## src/sv/pidc_pkg.sv

```systemverilog
package pidc_pkg;

    localparam int DATA_W = 32;
    localparam int DT_W = 16;
    localparam int LIM_W = 31;
    localparam int CFG_ADDR_W = 3;

    // Register indexes on the configuration port.
    localparam logic [CFG_ADDR_W-1:0] REG_GAIN_P = 3'd0;
    localparam logic [CFG_ADDR_W-1:0] REG_GAIN_I = 3'd1;
    localparam logic [CFG_ADDR_W-1:0] REG_GAIN_D = 3'd2;
    localparam logic [CFG_ADDR_W-1:0] REG_INT_LIM = 3'd3;
    localparam logic [CFG_ADDR_W-1:0] REG_OUT_LIM = 3'd4;

    // 1000.0 in Q16.16, used for a limit written as zero.
    localparam logic [LIM_W-1:0] LIMIT_DEFAULT = 31'd65536000;

    // Input command codes.
    localparam logic CMD_STEP = 1'b0;
    localparam logic CMD_CLEAR = 1'b1;

    // Operand selection of the shared multiplier.
    localparam logic [1:0] MUL_INC = 2'd0;
    localparam logic [1:0] MUL_P = 2'd1;
    localparam logic [1:0] MUL_I = 2'd2;
    localparam logic [1:0] MUL_D = 2'd3;

    typedef struct packed {
        logic       load;
        logic       clear_state;
        logic       div_start;
        logic       mul_en;
        logic [1:0] mul_sel;
        logic       int_upd;
        logic       acc_add;
        logic       commit_last;
        logic       res_zero;
    } pidc_cmd_t;

    typedef struct packed {
        logic is_clear;
        logic dt_zero;
        logic div_done;
    } pidc_status_t;

endpackage

```

## src/sv/pidc_div.sv

```systemverilog
module pidc_div
    import pidc_pkg::*;
(
    input  logic                     clk,
    input  logic                     rst_n,
    input  logic                     start,
    input  logic signed [DATA_W:0]   diff,
    input  logic [DT_W-1:0]          divisor,
    output logic                     done,
    output logic signed [DATA_W-1:0] quot
);

    // The dividend is |diff| * 2^16, one quotient bit per cycle.
    localparam int NUM_W = DATA_W + 1 + DT_W;
    localparam int CNT_W = $clog2(NUM_W + 1);

    logic [NUM_W-1:0] quo_reg, quo_next;
    logic [DT_W-1:0]  rem_reg, rem_next;
    logic [DT_W-1:0]  dvs_reg;
    logic             neg_reg;
    logic [CNT_W-1:0] cnt_reg, cnt_next;
    logic             busy_reg, busy_next;
    logic             done_reg, done_next;
    logic [DATA_W:0]  mag;
    logic [DT_W:0]    trial;
    logic [DT_W:0]    trial_sub;
    logic             ge;

    assign mag = diff[DATA_W] ? (DATA_W+1)'(0) - diff : diff;

    always_comb
    begin
        trial = {rem_reg, quo_reg[NUM_W-1]};
        trial_sub = trial - {1'b0, dvs_reg};
        ge = (trial >= {1'b0, dvs_reg});
        rem_next = ge ? trial_sub[DT_W-1:0] : trial[DT_W-1:0];
        quo_next = {quo_reg[NUM_W-2:0], ge};
        cnt_next = cnt_reg - CNT_W'(1);
        busy_next = busy_reg && (cnt_reg != CNT_W'(1));
        done_next = done_reg || (busy_reg && (cnt_reg == CNT_W'(1)));
    end

    always_ff @(posedge clk or negedge rst_n)
    begin
        if (!rst_n)
        begin
            busy_reg <= 1'b0;
            done_reg <= 1'b0;
            cnt_reg <= '0;
        end
        else if (start)
        begin
            busy_reg <= 1'b1;
            done_reg <= 1'b0;
            cnt_reg <= CNT_W'(NUM_W);
        end
        else if (busy_reg)
        begin
            busy_reg <= busy_next;
            done_reg <= done_next;
            cnt_reg <= cnt_next;
        end
    end

    always_ff @(posedge clk)
    begin
        if (start)
        begin
            quo_reg <= {mag, {DT_W{1'b0}}};
            rem_reg <= '0;
            dvs_reg <= divisor;
            neg_reg <= diff[DATA_W];
        end
        else if (busy_reg)
        begin
            quo_reg <= quo_next;
            rem_reg <= rem_next;
        end
    end

    // Truncation toward zero, then saturation to signed 32 bits.
    always_comb
    begin
        if (!neg_reg)
        begin
            if (quo_reg > NUM_W'(32'h7FFF_FFFF))
                quot = 32'sh7FFF_FFFF;
            else
                quot = quo_reg[DATA_W-1:0];
        end
        else
        begin
            if (quo_reg > NUM_W'(33'h0_8000_0000))
                quot = 32'sh8000_0000;
            else
                quot = DATA_W'(0) - quo_reg[DATA_W-1:0];
        end
    end

    assign done = done_reg;

endmodule

```

## src/sv/pidc_datapath.sv

```systemverilog
module pidc_datapath
    import pidc_pkg::*;
(
    input  logic                     clk,
    input  logic                     rst_n,
    input  logic                     cfg_we,
    input  logic [CFG_ADDR_W-1:0]    cfg_addr,
    input  logic [DATA_W-1:0]        cfg_wdata,
    input  logic                     in_cmd,
    input  logic signed [DATA_W-1:0] in_error,
    input  logic [DT_W-1:0]          in_dt,
    input  pidc_cmd_t                cmd,
    output pidc_status_t             status,
    output logic signed [DATA_W-1:0] result
);

    localparam int PROD_W = 2 * DATA_W + 1;
    localparam int TERM_W = PROD_W - 16;
    localparam int ISUM_W = DATA_W + 2;
    localparam int ACC_W = TERM_W + 2;

    logic signed [DATA_W-1:0] gain_p_reg, gain_i_reg, gain_d_reg;
    logic [LIM_W-1:0]         ilim_reg, olim_reg;
    logic [LIM_W-1:0]         wr_limit;

    logic                     cmd_reg;
    logic signed [DATA_W-1:0] err_reg;
    logic [DT_W-1:0]          dt_reg;
    logic signed [DATA_W-1:0] integral_reg, integral_next;
    logic signed [DATA_W-1:0] last_err_reg;
    logic signed [PROD_W-1:0] prod_reg, prod_next;
    logic signed [ACC_W-1:0]  acc_reg, acc_next;

    logic signed [DATA_W-1:0] mul_a;
    logic signed [DATA_W:0]   mul_b;
    logic signed [PROD_W-1:0] rnd_full;
    logic signed [TERM_W-1:0] term;
    logic signed [ISUM_W-1:0] isum, ilim_s;
    logic signed [DATA_W:0]   diff;
    logic signed [DATA_W-1:0] deriv;
    logic signed [DATA_W-1:0] sat, olim_s, clamped;
    logic                     div_done;

    assign wr_limit = (cfg_wdata[LIM_W-1:0] == '0) ? LIMIT_DEFAULT : cfg_wdata[LIM_W-1:0];

    always_ff @(posedge clk or negedge rst_n)
    begin
        if (!rst_n)
        begin
            gain_p_reg <= '0;
            gain_i_reg <= '0;
            gain_d_reg <= '0;
            ilim_reg <= LIMIT_DEFAULT;
            olim_reg <= LIMIT_DEFAULT;
        end
        else if (cfg_we)
        begin
            unique case (cfg_addr)
                REG_GAIN_P:  gain_p_reg <= cfg_wdata;
                REG_GAIN_I:  gain_i_reg <= cfg_wdata;
                REG_GAIN_D:  gain_d_reg <= cfg_wdata;
                REG_INT_LIM: ilim_reg <= wr_limit;
                REG_OUT_LIM: olim_reg <= wr_limit;
                default:     ;
            endcase
        end
    end

    // Operands of the one shared multiplier.
    always_comb
    begin
        mul_a = err_reg;
        mul_b = $signed({{(DATA_W+1-DT_W){1'b0}}, dt_reg});
        case (cmd.mul_sel)
            MUL_INC:
            begin
                mul_a = err_reg;
                mul_b = $signed({{(DATA_W+1-DT_W){1'b0}}, dt_reg});
            end
            MUL_P:
            begin
                mul_a = gain_p_reg;
                mul_b = {err_reg[DATA_W-1], err_reg};
            end
            MUL_I:
            begin
                mul_a = gain_i_reg;
                mul_b = {integral_reg[DATA_W-1], integral_reg};
            end
            default:
            begin
                mul_a = gain_d_reg;
                mul_b = {deriv[DATA_W-1], deriv};
            end
        endcase
        prod_next = mul_a * mul_b;
    end

    // Round half up to Q16.16: add half an LSB and shift with floor.
    assign rnd_full = (prod_reg + PROD_W'(32768)) >>> 16;
    assign term = rnd_full[TERM_W-1:0];

    always_comb
    begin
        isum = {{2{integral_reg[DATA_W-1]}}, integral_reg} + term[ISUM_W-1:0];
        ilim_s = $signed({3'b000, ilim_reg});
        if (isum > ilim_s)
            integral_next = ilim_s[DATA_W-1:0];
        else if (isum < -ilim_s)
            integral_next = DATA_W'(-ilim_s);
        else
            integral_next = isum[DATA_W-1:0];
        acc_next = acc_reg + {{2{term[TERM_W-1]}}, term};
    end

    assign diff = {err_reg[DATA_W-1], err_reg} - {last_err_reg[DATA_W-1], last_err_reg};

    pidc_div u_div (
        .clk     (clk),
        .rst_n   (rst_n),
        .start   (cmd.div_start),
        .diff    (diff),
        .divisor (dt_reg),
        .done    (div_done),
        .quot    (deriv)
    );

    always_ff @(posedge clk or negedge rst_n)
    begin
        if (!rst_n)
        begin
            integral_reg <= '0;
            last_err_reg <= '0;
        end
        else if (cmd.clear_state)
        begin
            integral_reg <= '0;
            last_err_reg <= '0;
        end
        else
        begin
            if (cmd.int_upd)
                integral_reg <= integral_next;
            if (cmd.commit_last)
                last_err_reg <= err_reg;
        end
    end

    always_ff @(posedge clk)
    begin
        if (cmd.load)
        begin
            cmd_reg <= in_cmd;
            err_reg <= in_error;
            dt_reg <= in_dt;
            acc_reg <= '0;
        end
        else if (cmd.acc_add)
            acc_reg <= acc_next;
        if (cmd.mul_en)
            prod_reg <= prod_next;
    end

    // Saturate the sum to 32 bits, then apply the output clamp.
    always_comb
    begin
        if (acc_reg > ACC_W'(32'sh7FFF_FFFF))
            sat = 32'sh7FFF_FFFF;
        else if (acc_reg < -ACC_W'(64'sh8000_0000))
            sat = 32'sh8000_0000;
        else
            sat = acc_reg[DATA_W-1:0];
        olim_s = $signed({1'b0, olim_reg});
        if (sat > olim_s)
            clamped = olim_s;
        else if (sat < -olim_s)
            clamped = -olim_s;
        else
            clamped = sat;
    end

    assign result = cmd.res_zero ? '0 : clamped;

    assign status.is_clear = (cmd_reg == CMD_CLEAR);
    assign status.dt_zero = (dt_reg == '0);
    assign status.div_done = div_done;

endmodule

```

## src/sv/pidc_ctrl.sv

```systemverilog
module pidc_ctrl
    import pidc_pkg::*;
(
    input  logic         clk,
    input  logic         rst_n,
    input  logic         in_valid,
    output logic         in_ready,
    input  logic         out_free,
    output logic         out_load,
    input  pidc_status_t status,
    output pidc_cmd_t    cmd
);

    localparam logic [2:0] ST_IDLE = 3'd0;
    localparam logic [2:0] ST_CHECK = 3'd1;
    localparam logic [2:0] ST_UPD_INT = 3'd2;
    localparam logic [2:0] ST_ACC_P = 3'd3;
    localparam logic [2:0] ST_ACC_I = 3'd4;
    localparam logic [2:0] ST_WAIT_DIV = 3'd5;
    localparam logic [2:0] ST_ACC_D = 3'd6;
    localparam logic [2:0] ST_OUT = 3'd7;

    logic [2:0] state_reg, state_next;
    logic       zero_reg, zero_next;

    always_comb
    begin
        state_next = state_reg;
        zero_next = zero_reg;
        cmd = '0;
        cmd.res_zero = zero_reg;
        in_ready = 1'b0;
        out_load = 1'b0;
        unique case (state_reg)
            ST_IDLE:
            begin
                in_ready = 1'b1;
                if (in_valid)
                begin
                    cmd.load = 1'b1;
                    state_next = ST_CHECK;
                end
            end
            ST_CHECK:
            begin
                if (status.is_clear || status.dt_zero)
                begin
                    cmd.clear_state = status.is_clear;
                    zero_next = 1'b1;
                    state_next = ST_OUT;
                end
                else
                begin
                    cmd.div_start = 1'b1;
                    cmd.mul_en = 1'b1;
                    cmd.mul_sel = MUL_INC;
                    zero_next = 1'b0;
                    state_next = ST_UPD_INT;
                end
            end
            ST_UPD_INT:
            begin
                cmd.int_upd = 1'b1;
                cmd.mul_en = 1'b1;
                cmd.mul_sel = MUL_P;
                state_next = ST_ACC_P;
            end
            ST_ACC_P:
            begin
                cmd.acc_add = 1'b1;
                cmd.mul_en = 1'b1;
                cmd.mul_sel = MUL_I;
                state_next = ST_ACC_I;
            end
            ST_ACC_I:
            begin
                cmd.acc_add = 1'b1;
                state_next = ST_WAIT_DIV;
            end
            ST_WAIT_DIV:
            begin
                if (status.div_done)
                begin
                    cmd.mul_en = 1'b1;
                    cmd.mul_sel = MUL_D;
                    state_next = ST_ACC_D;
                end
            end
            ST_ACC_D:
            begin
                cmd.acc_add = 1'b1;
                cmd.commit_last = 1'b1;
                state_next = ST_OUT;
            end
            ST_OUT:
            begin
                if (out_free)
                begin
                    out_load = 1'b1;
                    state_next = ST_IDLE;
                end
            end
            default:
            begin
                state_next = ST_IDLE;
            end
        endcase
    end

    always_ff @(posedge clk or negedge rst_n)
    begin
        if (!rst_n)
        begin
            state_reg <= ST_IDLE;
            zero_reg <= 1'b0;
        end
        else
        begin
            state_reg <= state_next;
            zero_reg <= zero_next;
        end
    end

endmodule

```

## src/sv/pid_controller_clamped.sv

```systemverilog
// PID controller step in Q16.16 with a clamped integral and a clamped output.
// Each input word carries an error sample and a time step; each produces exactly
// one output word. The length of a compute step is set by the bit-serial
// divider for the derivative, which forms a 49-bit quotient; the increment,
// proportional and integral products share one multiplier while the division
// runs, and the derivative product follows it. A clear command or a zero time
// step skips the computation and gives a zero result. The input is taken again
// in the cycle after the result is loaded, so the block works on one word at a
// time; a result still waiting in the output register holds the block until
// it is taken. Registers are to be written through the cfg port only while
// the block is idle (not enforced); a limit written as zero reads as 1000.0.
module pid_controller_clamped
    import pidc_pkg::*;
(
    input  logic                  clk,
    input  logic                  rst_n,
    input  logic                  cfg_we,
    input  logic [CFG_ADDR_W-1:0] cfg_addr,
    input  logic [DATA_W-1:0]     cfg_wdata,
    input  logic                  s_axis_tvalid,
    output logic                  s_axis_tready,
    input  logic [47:0]           s_axis_tdata,  // error_in [31:0], step_time [47:32]
    input  logic                  s_axis_tuser,  // cmd
    output logic                  m_axis_tvalid,
    input  logic                  m_axis_tready,
    output logic [DATA_W-1:0]     m_axis_tdata   // drive [31:0]
);

    pidc_cmd_t                cmd;
    pidc_status_t             status;
    logic signed [DATA_W-1:0] result;
    logic                     out_load;
    logic                     out_free;
    logic                     out_valid_reg;
    logic [DATA_W-1:0]        drive_reg;

    assign out_free = !out_valid_reg || m_axis_tready;

    pidc_ctrl u_ctrl (
        .clk      (clk),
        .rst_n    (rst_n),
        .in_valid (s_axis_tvalid),
        .in_ready (s_axis_tready),
        .out_free (out_free),
        .out_load (out_load),
        .status   (status),
        .cmd      (cmd)
    );

    pidc_datapath u_dp (
        .clk       (clk),
        .rst_n     (rst_n),
        .cfg_we    (cfg_we),
        .cfg_addr  (cfg_addr),
        .cfg_wdata (cfg_wdata),
        .in_cmd    (s_axis_tuser),
        .in_error  (s_axis_tdata[DATA_W-1:0]),
        .in_dt     (s_axis_tdata[DATA_W+DT_W-1:DATA_W]),
        .cmd       (cmd),
        .status    (status),
        .result    (result)
    );

    always_ff @(posedge clk or negedge rst_n)
    begin
        if (!rst_n)
            out_valid_reg <= 1'b0;
        else if (out_load)
            out_valid_reg <= 1'b1;
        else if (m_axis_tready)
            out_valid_reg <= 1'b0;
    end

    always_ff @(posedge clk)
    begin
        if (out_load)
            drive_reg <= result;
    end

    assign m_axis_tvalid = out_valid_reg;
    assign m_axis_tdata = drive_reg;

    // Only one word is in work: an accepted word blocks the input next cycle.
    assert property (@(posedge clk) disable iff (!rst_n)
        (s_axis_tvalid && s_axis_tready) |=> !s_axis_tready)
        else $error("input accepted while a word is in work");

    // A result never overwrites one that is still waiting.
    assert property (@(posedge clk) disable iff (!rst_n)
        out_load |-> (!out_valid_reg || m_axis_tready))
        else $error("result register overwritten");

    // The derivative product uses a finished quotient.
    assert property (@(posedge clk) disable iff (!rst_n)
        (cmd.mul_en && cmd.mul_sel == MUL_D) |-> status.div_done)
        else $error("derivative used before division finished");

    // State is only touched while an item is in work, never with the input open.
    assert property (@(posedge clk) disable iff (!rst_n)
        (cmd.int_upd || cmd.commit_last || cmd.clear_state) |-> !s_axis_tready)
        else $error("state update outside a step");

endmodule
```

## config.mk

```make
export PLATFORM = sky130hd
export DESIGN_NAME = pid_controller_clamped
export DESIGN_NICKNAME = d
export VERILOG_FILES = /design/src/sv/pidc_pkg.sv /design/src/sv/pidc_div.sv /design/src/sv/pidc_datapath.sv /design/src/sv/pidc_ctrl.sv /design/src/sv/pid_controller_clamped.sv
export SDC_FILE = /design/constraint.sdc
export NUM_CORES = 2
export LEC_CHECK = 0
export BUFFER_PORTS_ARGS = -buffer_cell sky130_fd_sc_hd__buf_4
export CAP_MARGIN = 20
export CELL_PAD_IN_SITES_DETAIL_PLACEMENT = 0
export CELL_PAD_IN_SITES_GLOBAL_PLACEMENT = 1
export CORE_UTILIZATION = 51
export DETAILED_ROUTE_END_ITERATION = 8
export GPL_TIMING_DRIVEN = 0
export PLACE_DENSITY = 0.91
export SYNTH_ARGS = -nofsm -noshare
export SYNTH_HDL_FRONTEND = slang
export SYNTH_SLANG_ARGS = --single-unit
export TNS_END_PERCENT = 5
```

## constraint.sdc

```tcl
create_clock -name clk -period 14.5 [get_ports clk]
set_input_delay 1.45 -clock clk [delete_from_list [all_inputs] [get_ports clk]]
set_output_delay 1.45 -clock clk [all_outputs]
set_load 0.01 [all_outputs]
```

* Yosys cells after proc, flatten, opt, wreduce, memory -nomap -nowiden *
Index checks and enable logic that the tools add are counted.

storage, ports and cells
  bits in registers = 514
  output and inout bits = 34
  input port bits = 89
  logic and storage cells = 133

cells by class
  reduce and logical (&&, ||, !) cells = 23
  order comparisons = 9
  add/subtract/negate cells = 10
  multiplexer cells = 47
  equal/unequal tests = 18
  multipliers = 1

operators by type and width
  kind                                                                    count
  32-bit two-way mux                                                      12
  33-bit one-hot mux with 3 select lines                                  1
  49-bit two-way mux                                                      2
  32-bit one-hot mux with 3 select lines                                  1
  65-bit by 17-bit adder with 65-bit output, second input constant        1
  32-bit by 33-bit multiplier with 65-bit output                          1
  31-bit two-way mux                                                      2
  51-bit adder                                                            1
  51-bit by 32-bit > comparator with 1-bit output, second input constant  1
  51-bit by 32-bit < comparator with 1-bit output, second input constant  1
  49-bit by 31-bit > comparator with 1-bit output, second input constant  1
  49-bit by 32-bit > comparator with 1-bit output, second input constant  1
  34-bit adder                                                            1
  34-bit by 32-bit > comparator with 1-bit output                         1
  34-bit < comparator                                                     1
  31-bit negation with 34-bit output                                      1
  33-bit two-way mux                                                      1
  1-bit by 33-bit subtractor with 33-bit output, first input constant     1
  32-bit by 32-bit subtractor with 33-bit output                          1
  32-bit > comparator                                                     1
  32-bit < comparator                                                     1
  31-bit negation with 32-bit output                                      1
  1-bit by 32-bit subtractor with 32-bit output, first input constant     1
  31-bit zero test                                                        1
  other kinds (31)                                                        71

* Depth between registers and ports, before layout *
  depth after elaboration = 7
  mapped depth = 44
  gate-level depth less buffers = 40

* Cells and area by module *
A second synthesis with hierarchy kept.

unflattened totals
  cells, all modules = 7818
  area, all modules = 71338.4 µm²

modules (own cells, without submodules)
  module                  seq. area each (µm²)  area an instance (µm²)  times used  cells each
  pidc_datapath           9564.2                63794.9                 1           7056
  pidc_div                2342.2                6200.9                  1           684
  pid_controller_clamped  985.9                 1008.5                  1           35
  pidc_ctrl               100.1                 334.1                   1           43

* Worst setup path before layout *
Ideal clock, no wire load.

  path type = reg2reg
  from = register u_dp.u_div.quo_reg[2]
  to = register u_dp.prod_reg[62], data pin
  stages on the path, launching flop included = 40
  data required time = 14.231 ns
  clock period less this slack = 10.875 ns
  arrival time = 10.606 ns
  slack = 3.625 ns
  buffers on the path = 3
  setup time = 0.269 ns
  cell sequence = dfxtp_1 > clkbuf_1 > or4_1 > or4_1 > nor3_1 > nand3_1 > nor2_1 > nand2_1 > or4_1 > xnor2_1 > o22a_1 > o22ai_1 > clkbuf_1 > nand2_1 > fa_1 > inv_1 > fa_1 > fa_1 > [4 not listed] > fa_1 > fa_1 > inv_1 > fa_1 > inv_1 > ha_1 > clkbuf_1 > nand4_1 > nor3_1 > nand2_1 > or2_2 > a2111o_1 > a2111oi_2 > o21ai_2 > o311ai_4 > a21oi_2 > o31ai_1 > xor2_1

on the way
  cells in the longest elaborated chain, start to end = 5
  elaborated cells on any way between the ends = 8
  classes of those cells = 1 x add/sub; 1 x mul; 2 x order compare; 4 x mux

RTL lines
  element                                                                        RTL line                        text
  from (decl)                                                                    pidc_div.sv:17                  logic [NUM_W-1:0] quo_reg, quo_next;
  from (signal assigned)                                                         pidc_div.sv:69                  quo_reg <= {mag, {DT_W{1'b0}}};
  from (signal assigned)                                                         pidc_div.sv:76                  quo_reg <= quo_next;
  49-bit by 31-bit > comparator with 1-bit output, or another cell as far along  pidc_div.sv:86                  if (quo_reg > NUM_W'(32'h7FFF_FFFF))
  32-bit two-way mux (on tied branches)                                          pidc_div.sv:86, pidc_div.sv:93
  32-bit two-way mux (*)                                                         pidc_div.sv:84                  if (!neg_reg)
  33-bit one-hot mux with 3 select lines (*)                                     pidc_datapath.sv:74             case (cmd.mul_sel)
  32-bit by 33-bit multiplier with 65-bit output (*)                             pidc_datapath.sv:96             prod_next = mul_a * mul_b;
  via u_dp.prod_next[62]                                                         pidc_datapath.sv:31             logic signed [PROD_W-1:0] prod_reg, prod_next;
  to (signal assigned)                                                           pidc_datapath.sv:161            prod_reg <= prod_next;
  to (decl)                                                                      pidc_datapath.sv:31

The timed path passes the listed nets; every way through them passes the cells marked *.
A chain may end at the register's enable or synchronous reset.

* Worst setup path in the final report *
  from = register u_dp.u_div.quo_reg[48]
  to = register u_dp.prod_reg[62], data pin

on the way
  cells in the longest elaborated chain, start to end = 5
  elaborated cells on any way between the ends = 7
  classes of those cells = 1 x mul; 2 x order compare; 4 x mux

RTL lines
  element                                                                                                                    RTL line
  49-bit by 31-bit > comparator with 1-bit output / 49-bit by 32-bit > comparator with 1-bit output (equally long branches)  pidc_div.sv:86, pidc_div.sv:93
  32-bit two-way mux (on tied branches)                                                                                      pidc_div.sv:86, pidc_div.sv:93
  32-bit two-way mux (*)                                                                                                     pidc_div.sv:84
  33-bit one-hot mux with 3 select lines (*)                                                                                 pidc_datapath.sv:74
  32-bit by 33-bit multiplier with 65-bit output (*)                                                                         pidc_datapath.sv:96
  via u_dp.prod_next[62]                                                                                                     pidc_datapath.sv:31

Marks and branches as above.

==> qor.txt <==
status - completed
Max Used Layer - met5
postcts setup bufs - 0
RSZ-0062 raised after global routing - false
clk root buf - clkbuf_16
Clock Sinks - 499
Critical Path End Type - flip-flop
RD Place Congestion - 1.06
Inst Count DP - 10100
Syn. warnings - 0
Most used DFF post-synth - dfrtp_1
f_max - 71.2 MHz
nets@finish - 9935
antenna violations before repair - 14
final cell count without fillers - 10200
Reg area - 13000 um^2
Area Overhead vs Synth - 8.04%
layout cell share with drive strength beyond 1 - 0.0582
Total GRT Usage - 0.388
Final ANT Viol Nets - 0
die height - 376 um
Tmin final - 14040 ps
Setup CP Type - reg2reg
critical path data arrival time - 14420 ps
sequential element share of the synthesized area - 0.182
dpl hpwl - 224000 um
metal2 WL - 117000 um
Hold Crit Start - u_dp.acc_reg[7]
Detailed Route Iter0 Violations - 6805
setup TNS - 0 ps
syn nets - 9712
clk slew on worst S/H paths - 60 ps
library cells used by synthesis - 90
crit start category - flip-flop
largest net degree at the start of global routing - 114
WL/cell - 26.7 um
r2r worst-path depth - 35
# fillers - 12800
FF-to-FF setup slack - 460 ps
Metal-1 WL - 103000 um
crit path max fanout - 10
first-pass GRT wire length - 403000 um
final worst-path cycle share - 0.968
RR Startpoint - u_dp.u_div.quo_reg[48]
Met3 Wirelength - 33100 um
most used cell, CP - fa_1
Hold Path Sink - u_dp.acc_reg[7]
CTS resizes - 0
Post-Syn Instances - 8084
clock latency on the worst-skew pair - 690 ps
Die X - 376 um
multi-input combinational cell area - 51900 um^2
Hold Crit Depth - 2
worst path required time - 14880 ps
area share of the largest cell type after synthesis - 0.306
Relative slew margins - 0.102
drt drc - 0
CTS Buf Count - 53
number of top-level pins - 123
die area - 142000 um^2
utilization after layout - 0.554
CTS H-tree depth - 2
Crit-path slowest cell - o311ai_0
hold buffers post-CTS - 0
Rows - 137
Final Skew - 58.7 ps
total grt overflow - 0
worst slew pin tran - 1340 ps
total core area - 139000 um^2
I/O Buffers - 122
Initial Utilization - 0.513
maxcap violations - 0
biggest area consumer among synthesized cells - fa_1
max reg flops - 51
Seq cells post-synth - 499
reg-to-reg critical path endpoint - u_dp.prod_reg[62]
CTS max path bufs - 3
Synth area leaders - fa_1, dfrtp_1, ha_1
Vias/cell - 6.04
Pre-antenna DRT Iters - 9
Avg Cell Area, Syn - 8.84 um^2
# setup viols final - 0
max-slew violations - 0
FFs w/ async S/R, synth - 0.471
Fin. Hold Viols - 0
via count - 61800
Post-synth EDFFs - 181
vias in the first global route - 62200
Hold WS - 477 ps
HP Class - reg2reg
synthesized cell area - 71500 um^2
Largest stage delay, worst path - 740 ps
final wirelength - 273000 um
TritonCTS clock tree - done
==> layout make-up <==
class,count,area share
flip-flops and latches,499,0.168
plain buffers,385,0.0190
repair buffers,168,0.0190
clock inverters,26,0.00424
clock buffers,73,0.0199
well taps,1876,0.0304
diodes,5,0.000162
inverters,1392,0.0676
multi-input cells,5808,0.671
==> cells in the mapped netlist, types with 25 or more instances <==
cell      count
nand3_1     105
o21ai_1      31
and2_1       56
nand2_1     930
dfrtp_1     223
xnor2_1     224
nor2b_1      56
ha_1        446
a21o_1      116
mux2i_1     131
nor2_1      831
fa_1       1093
o21bai_1     27
buf_1        27
mux2_2      150
a31oi_1      25
inv_1      1390
and3_1       37
nand4_1      83
a21oi_1     396
o211ai_1     25
edfxtp_1    181
a211oi_1     50
xor2_1       87
nand2b_1     49
or3_1        39
o22a_1       32
o21a_1       58
o21ai_0     276
clkbuf_1    352
dfxtp_1      83
o22ai_1      36
nor3_1       85
nor4_1       53
==> cells by family (layout without fill, tap and decap cells) <==
| group | Yosys count | count (layout) | share of synthesized area |
|---|---|---|---|
| AOI/OAI and AO/OA | 1259 | 1259 | 0.111 |
| xor gates and xnor gates | 311 | 311 | 0.0381 |
| adders and majority gates | 1539 | 1539 | 0.384 |
| buffers and inverters | 1777 | 2044 | 0.0936 |
| DFF | 499 | 499 | 0.182 |
| muxes | 281 | 281 | 0.0420 |
| other | 0 | 5 | 0 |
| and+or+nand+nor | 2418 | 2418 | 0.149 |
==> worst max-delay path by stage <==
stage / slack, ps / endpoint / from
after floorplan: 3630 / u_dp.prod_reg[62] / u_dp.u_div.quo_reg[2]
after global placement: 330 / u_dp.prod_reg[62] / u_dp.u_div.quo_reg[9]
after detailed placement: 820 / u_dp.prod_reg[62] / u_dp.u_div.quo_reg[2]
after CTS: 790 / u_dp.prod_reg[62] / u_dp.u_div.quo_reg[2]
after global routing: 10 / u_dp.prod_reg[62] / u_dp.u_div.quo_reg[2]
final: 460 / u_dp.prod_reg[62] / u_dp.u_div.quo_reg[48]
==> routing by layer <==
layer  vias to the layer above  track usage
met5                         -            0
met4                        10        0.242
met3                       928        0.107
met2                      3711        0.585
met1                     30700        0.495
li1                      26500            -
==> through the flow <==
| step | cell area [um^2] | setup slack, ps |
|---|---|---|
| after CTS | 77200 | 793 |
| final | 77200 | 457 |
| after global routing | 77200 | 13.7 |
| after floorplan | 71500 | 3630 |
| after global placement | 74800 | 328 |
| after detailed placement | 75300 | 817 |
==> placed cells by master, fill, tap and decap left out, types with 223 or more instances in the layout <==
cell / instances
a21oi_1: 395
clkbuf_1: 361
dfrtp_1: 223
fa_1: 1093
ha_1: 446
inv_1: 1389
nand2_1: 930
nor2_1: 830
o21ai_0: 267
xnor2_1: 224
==> critical path, delay by kind of cell, from the launching register on <==
family,cells,cell delay [ps]
adder cells (fa/ha/maj),9,4790
AND/OR/NAND/NOR,10,3720
AO/OA/AOI/OAI,8,2860
buffers and inverters,7,1750
flip-flops,1,440
XOR/XNOR,1,140
Power is not shown: default switching activity piles up to over one toggle a cycle in this logic, so the estimate is an artifact.
